File: src/hw/rtl/hkc_pkg.sv
`timescale 1ns / 1ps
`default_nettype none
package hkc_pkg;

   localparam int MAX_KEYS = 64;
   localparam int KEY_AW   = $clog2(MAX_KEYS);
   localparam int CNT_W    = KEY_AW + 1;
   localparam int H_W      = 16;
   localparam int MC_W     = $clog2(H_W);
   localparam int BASE_W   = 52;

   localparam logic [2:0] RQ_ADD   = 3'd0;
   localparam logic [2:0] RQ_DEL   = 3'd1;
   localparam logic [2:0] RQ_EVAL  = 3'd2;
   localparam logic [2:0] RQ_BUILD = 3'd3;
   localparam logic [2:0] RQ_CLEAR = 3'd4;

   localparam logic [2:0] ST_OK    = 3'd0;
   localparam logic [2:0] ST_CLOSE = 3'd1;
   localparam logic [2:0] ST_FULL  = 3'd2;
   localparam logic [2:0] ST_BAD   = 3'd3;
   localparam logic [2:0] ST_EMPTY = 3'd4;

   localparam logic CSR_MIN_GAP = 1'b0;
   localparam logic CSR_BIAS    = 1'b1;

   localparam logic [31:0] MIN_GAP_RST = 32'd2560;
   localparam logic [31:0] BIAS_RST    = 32'd32768;

   localparam logic [MC_W-1:0] DIV_LAST   = MC_W'(H_W - 1);
   localparam logic [MC_W-1:0] MAC_LAST   = MC_W'(11);
   localparam logic [MC_W-1:0] TCOMP_LAST = MC_W'(2);

   typedef struct packed {
      logic        [31:0] kt;
      logic signed [31:0] x;
      logic signed [31:0] y;
      logic signed [31:0] z;
   } val_type;

   typedef struct packed {
      logic signed [31:0] x;
      logic signed [31:0] y;
      logic signed [31:0] z;
   } tan_type;

   typedef enum logic [4:0] {
      OP_NONE, OP_DISPATCH, OP_SRCH_RD, OP_SRCH_CMP, OP_RD_A, OP_RD_B, OP_LAT_B,
      OP_ADD_CHECK, OP_SH_RD, OP_SH_WR, OP_INS_WR, OP_EV_CHECK, OP_DIV, OP_BAS1,
      OP_BAS2, OP_BAS3, OP_MUL, OP_ACC, OP_TAN_RDP, OP_TAN_RDN, OP_TAN_LAT, OP_TMUL,
      OP_TACC, OP_TAN_WR, OP_DEL_RD, OP_DEL_WR, OP_DEL_END, OP_FINISH
   } dp_op_type;

   typedef enum logic [4:0] {
      S_IDLE, S_DISPATCH, S_SRCH_RD, S_SRCH_CMP, S_RD_A, S_RD_B, S_LAT_B,
      S_ADD_CHECK, S_SH_RD, S_SH_WR, S_EV_CHECK, S_DIV, S_BAS1, S_BAS2, S_BAS3,
      S_MUL, S_ACC, S_TAN_RDP, S_TAN_RDN, S_TAN_LAT, S_TMUL, S_TACC, S_TAN_WR,
      S_DEL_RD, S_DEL_WR, S_FINISH
   } ctrl_state_type;

   typedef struct packed {
      dp_op_type op;
      logic      idle;
   } dp_cmd_type;

   typedef struct packed {
      logic req_valid;
      logic is_add;
      logic is_del;
      logic is_eval;
      logic is_build;
      logic cnt_zero;
      logic cnt_one;
      logic full;
      logic kidx_bad;
      logic srch_done;
      logic too_close;
      logic ev_blend;
      logic sh_done;
      logic del_done;
      logic div_done;
      logic mac_last;
      logic tcomp_last;
      logic tan_last;
      logic out_busy;
   } dp_stat_type;

   function automatic logic signed [31:0] val_comp(input val_type v, input logic [1:0] s);
      logic signed [31:0] r;
      case (s)
         2'd0:    r = v.x;
         2'd1:    r = v.y;
         default: r = v.z;
      endcase
      return r;
   endfunction

   function automatic logic signed [31:0] tan_comp(input tan_type v, input logic [1:0] s);
      logic signed [31:0] r;
      case (s)
         2'd0:    r = v.x;
         2'd1:    r = v.y;
         default: r = v.z;
      endcase
      return r;
   endfunction

   function automatic logic signed [31:0] sat66(input logic signed [65:0] v);
      logic signed [31:0] r;
      if (v > 66'sd2147483647)       r = 32'sh7FFFFFFF;
      else if (v < -66'sd2147483648) r = 32'sh80000000;
      else                           r = v[31:0];
      return r;
   endfunction

   // Q32.32 product to Q16.16, ties away from zero
   function automatic logic signed [31:0] card_round(input logic signed [65:0] p);
      logic signed [65:0] m;
      if (p >= 66'sd0) begin
         m = (p + 66'sd32768) >>> 16;
         return sat66(m);
      end else begin
         m = ((-p) + 66'sd32768) >>> 16;
         return sat66(-m);
      end
   endfunction

   // Q48 basis to Q2.30, round half up
   function automatic logic signed [31:0] base_round(input logic signed [BASE_W-1:0] v);
      logic signed [BASE_W-1:0] s;
      s = (v + BASE_W'(131072)) >>> 18;
      return s[31:0];
   endfunction

endpackage
`default_nettype wire

File: src/hw/rtl/hkc_ctrl.sv
`timescale 1ns / 1ps
`default_nettype none
module hkc_ctrl
   import hkc_pkg::*;
(
   input  wire logic   clock,
   input  wire logic   reset,
   input  dp_stat_type stat,
   output dp_cmd_type  cmd
);
   ctrl_state_type state_ff, state_in;

   always_comb begin
      state_in = state_ff;
      unique case (state_ff)
         S_IDLE:      if (stat.req_valid) state_in = S_DISPATCH;
         S_DISPATCH: begin
            if (stat.is_add)        state_in = stat.full ? S_FINISH : S_SRCH_RD;
            else if (stat.is_del)   state_in = stat.kidx_bad ? S_FINISH : S_DEL_RD;
            else if (stat.is_eval)  state_in = stat.cnt_zero ? S_FINISH : S_SRCH_RD;
            else if (stat.is_build)
               state_in = (stat.cnt_zero || stat.cnt_one) ? S_FINISH : S_TAN_RDP;
            else                    state_in = S_FINISH;
         end
         S_SRCH_RD:   state_in = stat.srch_done ? S_RD_A : S_SRCH_CMP;
         S_SRCH_CMP:  state_in = S_SRCH_RD;
         S_RD_A:      state_in = S_RD_B;
         S_RD_B:      state_in = S_LAT_B;
         S_LAT_B:     state_in = stat.is_add ? S_ADD_CHECK : S_EV_CHECK;
         S_ADD_CHECK: state_in = stat.too_close ? S_FINISH : S_SH_RD;
         S_SH_RD:     state_in = stat.sh_done ? S_FINISH : S_SH_WR;
         S_SH_WR:     state_in = S_SH_RD;
         S_EV_CHECK:  state_in = stat.ev_blend ? S_DIV : S_FINISH;
         S_DIV:       if (stat.div_done) state_in = S_BAS1;
         S_BAS1:      state_in = S_BAS2;
         S_BAS2:      state_in = S_BAS3;
         S_BAS3:      state_in = S_MUL;
         S_MUL:       state_in = S_ACC;
         S_ACC:       state_in = stat.mac_last ? S_FINISH : S_MUL;
         S_TAN_RDP:   state_in = S_TAN_RDN;
         S_TAN_RDN:   state_in = S_TAN_LAT;
         S_TAN_LAT:   state_in = S_TMUL;
         S_TMUL:      state_in = S_TACC;
         S_TACC:      state_in = stat.tcomp_last ? S_TAN_WR : S_TMUL;
         S_TAN_WR:    state_in = stat.tan_last ? S_FINISH : S_TAN_RDP;
         S_DEL_RD:    state_in = stat.del_done ? S_FINISH : S_DEL_WR;
         S_DEL_WR:    state_in = S_DEL_RD;
         S_FINISH:    if (!stat.out_busy) state_in = S_IDLE;
         default:     state_in = S_IDLE;
      endcase
   end

   always_comb begin
      cmd.idle = state_ff == S_IDLE;
      cmd.op   = OP_NONE;
      unique case (state_ff)
         S_DISPATCH:  cmd.op = OP_DISPATCH;
         S_SRCH_RD:   cmd.op = stat.srch_done ? OP_NONE : OP_SRCH_RD;
         S_SRCH_CMP:  cmd.op = OP_SRCH_CMP;
         S_RD_A:      cmd.op = OP_RD_A;
         S_RD_B:      cmd.op = OP_RD_B;
         S_LAT_B:     cmd.op = OP_LAT_B;
         S_ADD_CHECK: cmd.op = OP_ADD_CHECK;
         S_SH_RD:     cmd.op = stat.sh_done ? OP_INS_WR : OP_SH_RD;
         S_SH_WR:     cmd.op = OP_SH_WR;
         S_EV_CHECK:  cmd.op = OP_EV_CHECK;
         S_DIV:       cmd.op = OP_DIV;
         S_BAS1:      cmd.op = OP_BAS1;
         S_BAS2:      cmd.op = OP_BAS2;
         S_BAS3:      cmd.op = OP_BAS3;
         S_MUL:       cmd.op = OP_MUL;
         S_ACC:       cmd.op = OP_ACC;
         S_TAN_RDP:   cmd.op = OP_TAN_RDP;
         S_TAN_RDN:   cmd.op = OP_TAN_RDN;
         S_TAN_LAT:   cmd.op = OP_TAN_LAT;
         S_TMUL:      cmd.op = OP_TMUL;
         S_TACC:      cmd.op = OP_TACC;
         S_TAN_WR:    cmd.op = OP_TAN_WR;
         S_DEL_RD:    cmd.op = stat.del_done ? OP_DEL_END : OP_DEL_RD;
         S_DEL_WR:    cmd.op = OP_DEL_WR;
         S_FINISH:    cmd.op = stat.out_busy ? OP_NONE : OP_FINISH;
         default:     cmd.op = OP_NONE;
      endcase
   end

   always_ff @(posedge clock) begin
      if (reset) state_ff <= S_IDLE;
      else state_ff <= state_in;
   end
endmodule
`default_nettype wire

File: config.mk
export PLATFORM = sky130hd
export DESIGN_NAME = hkc_ctrl
export DESIGN_NICKNAME = d
export VERILOG_FILES = /design/src/hw/rtl/hkc_pkg.sv /design/src/hw/rtl/hkc_ctrl.sv
export SDC_FILE = /design/constraint.sdc
export NUM_CORES = 1
export LEC_CHECK = 0
export BUFFER_PORTS_ARGS = -buffer_cell sky130_fd_sc_hd__buf_2
export CAP_MARGIN = 20
export CORE_AREA = 2 2 48 50
export DETAILED_ROUTE_END_ITERATION = 12
export DIE_AREA = 0 0 50 52
export PLACE_DENSITY = 0.75
export SYNTH_ARGS = -nofsm -noshare
export SYNTH_HDL_FRONTEND = slang
export SYNTH_SLANG_ARGS = --single-unit
File: constraint.sdc
create_clock -name clock -period 2 [get_ports clock]
set_clock_uncertainty 0.05 [all_clocks]
set_input_delay 0.2 -clock clock [delete_from_list [all_inputs] [get_ports clock]]
set_output_delay 0.2 -clock clock [all_outputs]
set_load 0.01 [all_outputs]
==> results of run 1 <==
-- worst max path at each step --
stage	start	endpoint	slack, ns	cells after the start
after floorplan	state_ff[0]	cmd[2]	0.42	6
after global placement	state_ff[0]	state_ff[2]	0.25	5
after detailed placement	state_ff[4]	state_ff[0]	0.21	5
after CTS	state_ff[4]	cmd[4]	0.04	6
after global routing	state_ff[4]	cmd[4]	0.04	6
final	state_ff[1]	cmd[1]	0.15	6
-- per-layer routing --
| layer | part of all wire [%] | up-vias | wire length (um) | global-route usage [%] |
|---|---|---|---|---|
| met3 | 6.7 | 12 | 205 | 2.01 |
| met4 | 2.3 | 0 | 70 | 12.5 |
| met2 | 51 | 66 | 1560 | 42.3 |
| met1 | 40 | 559 | 1220 | 30.5 |
| li1 | - | 600 | - | - |
| met5 | 0 | - | 0 | 0 |
-- power breakdown --
part	internal (mW)	switching, mW
logic	0.674	0.783
registers	0.156	0.133
clock network	0.0755	0.0430
-- final cells by class --
class / instances / share of cell area, %
clock buffers: 4 / 2.16
flip-flops and latches: 5 / 8.76
well taps: 28 / 2.89
inverters: 3 / 0.928
repair buffers: 40 / 19.4
multi-input cells: 119 / 65.9
-- cell usage after synthesis, drive strengths merged, types with 2 or more instances --
library cell	instances	area share [%]
a21boi	2	1.5
a21o	2	1.5
a21oi	7	3.5
a221oi	3	3.2
a31oi	6	3.7
and2	2	1.2
and4b	2	2.0
buf	14	9.8
dfxtp	5	9.9
inv	3	1.1
mux2	2	2.6
nand2	9	3.6
nand2b	4	2.5
nand3	5	2.5
nand3b	2	1.5
nor2	9	3.3
nor2b	8	4.9
nor3	5	2.5
nor3b	4	3.0
nor4b	3	2.6
o21ai	12	5.9
o22ai	3	1.9
or3	4	2.5
or3b	2	1.7
xor2	2	1.7
-- cells by family (layout without fill, tap and decap cells) --
logic type	count (synthesis)	in the layout	share of synthesized area, %
buffers and inverters	18	47	11.2
AO/OA/AOI/OAI	51	51	36.2
multiplexers	2	2	2.59
AND/OR/NAND/NOR	64	64	38.4
flip-flops	5	5	9.88
XOR/XNOR	2	2	1.73
-- stage by stage --
stage | hold WS, ns | cells | worst slack [ns]
2_1_floorplan | 0.219 | 142 | 0.417
3_5_place_dp | 0.390 | 195 | 0.211
4_1_cts | 0.137 | 199 | 0.0381
5_1_grt | 0.126 | 199 | 0.0393
6_report | 0.136 | 199 | 0.147
3_3_place_gp | 0.393 | 195 | 0.247
==> out/metrics.yaml, run 1 <==
status: "finished clean"
top_regs: "state_ff x5"
dr.pass1.iters: 4
cts_buffers: 3
seq_area_um2: 106
cts.repair.resized: 0
clkSlewWorstSetupHoldPaths_ns: 0.05
final_nets: 193
rsz0062_at_grt: "no"
tightestPinTransition_ns: 0.349
grt_max_degree: 18
largest_register_ffs: 5
synth_cells: 142
ioPinCount: 27
syn-num-nets: 163
coreArea_um2: 2110
cts_buffer_depth: 2
cts_root_buf: "clkbuf_4"
drcViolationCount: 0
gp_congestion: 0.918
timing.final.crit_share_pct: 92.6
ys_warn_count: 0
multiInputGateArea_um2: 800
cts_hold_buf: 0
leakage_nw: 0.501
ys_seq_area_share_pct: 9.88
diodes: 0
ys_types: 53
antenna_found_initial: 0
post_cts_buffers: 0
worstSetupPathType: "reg -> out"
viasPerCell: 6.22
synth_area_per_cell_um2: 7.14
utilization_pct: 57.6
worst_r2r_path_depth: 5
cp.required_ns: 1.75
cts_num_sinks: 5
path_max_fanout: 11
grt_pass1_vias: 1140
arrival_ns: 1.60
min_to: "state_ff[0]"
reg2reg_slack_ns: 0.27
clk_latency_ns: 0.24
wl_per_cell_um: 15.3
timing.fmax_ghz: 0.540
setup_tns_ns: 0
vias: 1237
crit_family: "simple AND/OR/NAND/NOR gates"
wl_um: 3050
port_buffers: 26
finalPower_mw: 1.86
initial_core_util_pct: 48.1
syn_area_um2: 1010
grt_usage_pct: 24.6
crit_chain: "buf_4 > or2_4 > or3_1 > o21ai_0 > nor2_1 > buf_2"
slowest_delay_ns: 0.35
critPathLaunchType: "flip-flop"
syn2layout_area_growth_pct: 19.8
rr_endpoint: "state_ff[2]"
synth_seq_cells: 5
hold_viol_final: 0
die-area_um2: 2600
htreeDepth: 1
cp.buffers_inverters: 2
relSlewSlack_pct: 76.5
regMostFlops: "state_ff"
vdd_drop_max_v: 0.000958
setup_violations: 0
drt_iter0_drc: 68
powerDensity_nw_per_um2: 1540
synth-edff-count: 0
drive_gt1_share_pct: 32.7
die_h_um: 52
drv_cap: 0
min_from: "reset"
num_rows: 17
endpoint_kind: "output port"
min_delay_path_depth: 2
ys_async_sr_fraction_pct: 0
fin_area_um2: 1210
slew_viol_final: 0
rr_startpoint: "state_ff[0]"
cpMaxStageDelayCell: "dfxtp_2"
synth_ff_type: "dfxtp_1"
fill_cells: 180
grt_pass1_wl_um: 5080
drtAntennaViolNets: 0
dp_hpwl_um: 2400
placed_cell_area_um2: 1180
period_needed_ns: 1.85
die_x_um: 50
cts_tree: "built"
overflow: 0
hold_path_class: "in -> reg"
most-common-layout-cells: "26 x buf_2, 14 x buf_4, 9 x nor2_1"
layout_commonest_cell: "buf_2"
No activity file was read; power rests on OpenSTA's default activity.
==> run 2: changes to the inputs <==
Settings changed: MAX_ROUTING_LAYER from default to met4, RECOVER_POWER from default to 100, SKIP_CTS_REPAIR_TIMING from default to 1.
==> out/metrics.yaml, run 2 (synthesis gave the netlist of run 1 again) <==
setup_tns_ns: 0  # unchanged
power.switching_mw: 0.918  # -4.3%
drt_iter0_drc: 42  # -38%
slew_viol_final: 0  # unchanged
regMostFlops: "state_ff"
setup_violations: 0  # unchanged
crit_family: "compound AO/OA/AOI/OAI gates"
critPathLaunchType: "flip-flop"
pwr-share-clk_pct: 6.6  # +0.2 points
grt_use_met3_pct: 4.02  # +2.0 points
grt_util_met2_pct: 38.6  # -3.7 points
p_seq_share_pct: 17.1  # +1.6 points
dp_hpwl_um: 2230  # -7.1%
ioPinCount: 27  # unchanged
vdd_drop_max_v: 0.000882  # -7.9%
hold_path_class: "in -> reg"
grt_usage_pct: 24.3  # -0.25 points
clkSlewWorstSetupHoldPaths_ns: 0.04  # about the same
leakage_nw: 0.490  # -2.3%
cts_root_buf: "clkbuf_4"
largest_register_ffs: 5  # unchanged
die_h_um: 52  # unchanged
viasPerCell: 6.06  # -2.6%
clk_latency_ns: 0.24  # about the same
antenna_found_initial: 0  # unchanged
worstSetupPathType: "reg -> reg"
drive_gt1_share_pct: 30.4  # -2.3 points
wl_per_cell_um: 14.6  # -4.8%
period_needed_ns: 1.89  # +0.0346 ns
syn2layout_area_growth_pct: 17.5
swShare_pct: 51.5  # about the same
gp_congestion: 0.936  # +2.0%
fill_cells: 205  # +14%
slowest_delay_ns: 0.49  # +0.14 ns
rsz0062_at_grt: "no"
tightestPinTransition_ns: 0.478  # +0.129 ns
cts_buffers: 3  # unchanged
port_buffers: 26  # unchanged
finalPower_mw: 1.78  # -4.3%
most-common-layout-cells: "24 x buf_2, 10 x buf_4, 9 x nor2_1"
cts_tree: "built"
intPower_mw: 0.866  # -4.4%
crit_chain: "clkbuf_2 > nor4_1 > a31oi_1 > a2111oi_0"
grt_max_degree: 21  # +3
drv_cap: 0  # unchanged
path_max_fanout: 14  # +3
drtAntennaViolNets: 0  # unchanged
timing.fmax_ghz: 0.530  # -1.8%
cp.required_ns: 2.04  # +0.29 ns
grt_use_met1_pct: 31.8  # +1.3 points
arrival_ns: 1.93  # +0.33 ns
cp.buffers_inverters: 1  # -1
diodes: 0  # unchanged
die-area_um2: 2600  # unchanged
timing.final.crit_share_pct: 94.4  # +1.7 points
relSlewSlack_pct: 67.8  # -8.7 points
num_rows: 17  # unchanged
die_x_um: 50  # unchanged
hold_viol_final: 0  # unchanged
endpoint_kind: "flip-flop"
cpMaxStageDelayCell: "nor4_1"
powerDensity_nw_per_um2: 1500  # -2.5%
status: "finished clean"
final_nets: 193  # unchanged
top_regs: "state_ff x5"
vias: 1205  # -2.6%
grt_pass1_wl_um: 4780  # -5.8%
coreArea_um2: 2110  # unchanged
cts_buffer_depth: 2  # unchanged
wl_um: 2910  # -4.8%
power.share.combinational_pct: 76.4  # -1.7 points
grt_pass1_vias: 1048  # -8.1%
overflow: 0  # unchanged
drcViolationCount: 0  # unchanged
initial_core_util_pct: 48.1  # unchanged
dr.pass1.iters: 4  # unchanged
top_usage_layer: "met2"
htreeDepth: 1  # unchanged
cts_num_sinks: 5  # unchanged
layout_commonest_cell: "buf_2"
==> run 2: metrics by stage <==
stage / instances / hold slack [ns] / area (um2) / worst slack (ns) / utilization [%]
finish: 199 / 0.126 / 1190 / 0.113 / 56.6
CTS: 199 / 0.147 / 1210 / -0.0324 / 57.3
detailed placement: 195 / 0.397 / 1180 / 0.172 / 56.1
global route: 199 / 0.125 / 1190 / 0.0174 / 56.6
floorplan: 142 / 0.219 / 1010 / 0.417 / -
global placement: 195 / 0.388 / 1180 / 0.235 / 56.1
==> run 2: routing by layer <==
metal,vias to the layer above,part of all wire [%]
met5,-,0
met4,0,1.5
met3,6,6.7
met2,54,49
met1,538,43
li1,607,-
==> run 2: power groups by stage <==
stage	combinational, mW	sequential, mW	clock, mW
floorplan	1.14	0.183	0
global placement	1.37	0.293	0
detailed placement	1.39	0.295	0
CTS	1.40	0.293	0.119
global route	1.50	0.319	0.132
finish	1.36	0.304	0.117
==> run 2: worst paths after layout <==
check | depth (start not counted) | start | slack [ns] | endpoint
hold / removal | 2 | reset | 0.13 | state_ff[3]
hold reg to reg | 2 | state_ff[0] | 0.61 | state_ff[0]
setup reg to reg | 4 | state_ff[3] | 0.11 | state_ff[2]
setup / recovery | 4 | state_ff[3] | 0.11 | state_ff[2]
==> run 2: cell type report <==
class	instances	area (um2)	area share, %
clock buffer	4	26.3	2.21
inverter	3	11.3	0.945
multi-input combinational	119	787	66.1
sequential	5	106	8.93
tap	28	35.0	2.94
timing repair buffer	40	225	18.9
==> run 3: changes to the inputs <==
Settings changed: CORE_AREA 2 2 48 50 to 2 2 50 52, DIE_AREA 0 0 50 52 to 0 0 52 54, MAX_ROUTING_LAYER met4 to default, PLACE_DENSITY 0.75 to 0.73.
Clock period 2 ns to 1.62 ns, I/O delays scaled along.
==> out/metrics.yaml, run 3 (synthesis gave the netlist of run 1 again) <==
period_needed_ns: 1.79
port_buffers: 26  # unchanged
grt_usage_pct: 27.5  # +3.1 points
worst_r2r_path_depth: 6  # +2
drive_gt1_share_pct: 54.3  # +24 points
fill_cells: 159  # -22%
placed_cell_area_um2: 1380  # +17%
grt_pass1_wl_um: 5700  # +19%
leakage_nw: 0.765  # +56%
wl_um: 4640  # +60%
violations: "negative setup slack"
vias: 1492  # +24%
most-common-layout-cells: "38 x buf_4, 26 x buf_2, 8 x nand2_1, 8 x buf_6, 7 x nor2_1"
drv_cap: 0  # unchanged
relSlewSlack_pct: 63.5  # -4.3 points
hold_path_class: "in -> reg"
cts_tree: "built"
top_regs: "state_ff x5"
place_ws_ns: -0.137  # -0.309 ns
viasPerCell: 6.27  # +3.5%
drtAntennaViolNets: 0  # unchanged
drt_iter0_drc: 55  # +31%
die_h_um: 54  # +3.8%
layout_commonest_cell: "buf_4"
antenna_found_initial: 0  # unchanged
die-area_um2: 2810  # +8.0%
diodes: 0  # unchanged
grt_pass1_vias: 1244  # +19%
arrival_ns: 1.57  # -0.36 ns
cts_buffers: 3  # unchanged
dr.pass1.iters: 4  # unchanged
finalPower_mw: 3.59  # +100%
final_nets: 230  # +19%
min_delay_path_depth: 2  # unchanged
regMostFlops: "state_ff"
slew_viol_final: 0  # unchanged
setup_tns_ns: -0.805  # -0.805 ns
largest_register_ffs: 5  # unchanged
coreArea_um2: 2320  # +10%
cts_num_sinks: 5  # unchanged
dp_cells: 220  # +13%
reg2reg_slack_ns: -0.11  # -0.22 ns
overflow: 0  # unchanged
vdd_drop_max_v: 0.00156  # +77%
gp_congestion: 1.03  # +10%
timing.fmax_ghz: 0.560
tightestPinTransition_ns: 0.540  # +0.0619 ns
clk_latency_ns: 0.26  # +0.02 ns
instances_no_fill: 238  # +20%
clkSlewWorstSetupHoldPaths_ns: 0.05  # about the same
cts_buffer_depth: 2  # unchanged
timing.final.crit_share_pct: 110
status: "finished with violations"
die_x_um: 52  # +4.0%
syn2layout_area_growth_pct: 72.0
initial_core_util_pct: 43.7  # -4.4 points
hold_viol_final: 0  # unchanged
worstSetupPathType: "reg -> out"
whs_ns: 0.111  # -0.0142 ns
cp.required_ns: 1.41  # -0.63 ns
path_max_fanout: 6  # -8
endpoint_kind: "output port"
grt_max_degree: 25  # +19%
drcViolationCount: 0  # unchanged
critPathLaunchType: "flip-flop"
utilization_pct: 75.1  # +19 points
fin_area_um2: 1740  # +46%
wl_per_cell_um: 19.5  # +33%
timing.final.ws_setup_ns: -0.166  # -0.279 ns
ioPinCount: 27  # unchanged
num_rows: 18  # +1
dp_hpwl_um: 2800  # +25%
htreeDepth: 1  # unchanged
powerDensity_nw_per_um2: 2060  # +37%
setup_violations: 9  # +9
cts_root_buf: "clkbuf_4"
rsz0062_at_grt: "yes"
==> run 3: changes by cell type in the layout (fill, tap and decap cells not counted), sizes merged <==
cell,delta
clkbuf,-4
buf,+41
==> run 3: layer usage <==
| layer | global-route usage, % | vias up | routed length, um |
|---|---|---|---|
| met5 | 0 | - | 0 |
| met4 | 12.3 | 0 | 152 |
| met3 | 3.33 | 17 | 351 |
| met2 | 50.4 | 96 | 2340 |
| met1 | 31.7 | 698 | 1790 |
| li1 | - | 681 | - |
==> run 3: cell type report <==
type	count	area, um2	share of cell area (%)
repair buffers	77	611	35.0
multi-input cells	119	938	53.8
flip-flops and latches	5	119	6.82
clock buffers	4	26.3	1.51
inverters	3	11.3	0.646
well taps	30	37.5	2.15
==> run 3: worst max-delay path, stage by stage (launching register included) <==
cell	delay [ns]
dfxtp_4	0.35
buf_6	0.13
or2_4	0.25
or3_1	0.32
o21ai_2	0.07
nor2_1	0.05
buf_2	0.13
==> run 3: path summary, 6_finish.rpt <==
| check | startpoint | endpoint |
|---|---|---|
| worst min register to register | state_ff[0] | state_ff[4] |
| worst max register to register | state_ff[1] | state_ff[2] |
| worst max-delay path | state_ff[2] | cmd[1] |
| worst min-delay path | reset | state_ff[1] |
==> run 3: power by group <==
part	total (mW)	switching, mW	internal [mW]
combinational	3.10	1.47	1.62
clock	0.167	0.0725	0.0945
sequential	0.321	0.109	0.212
total	3.59	1.66	1.93
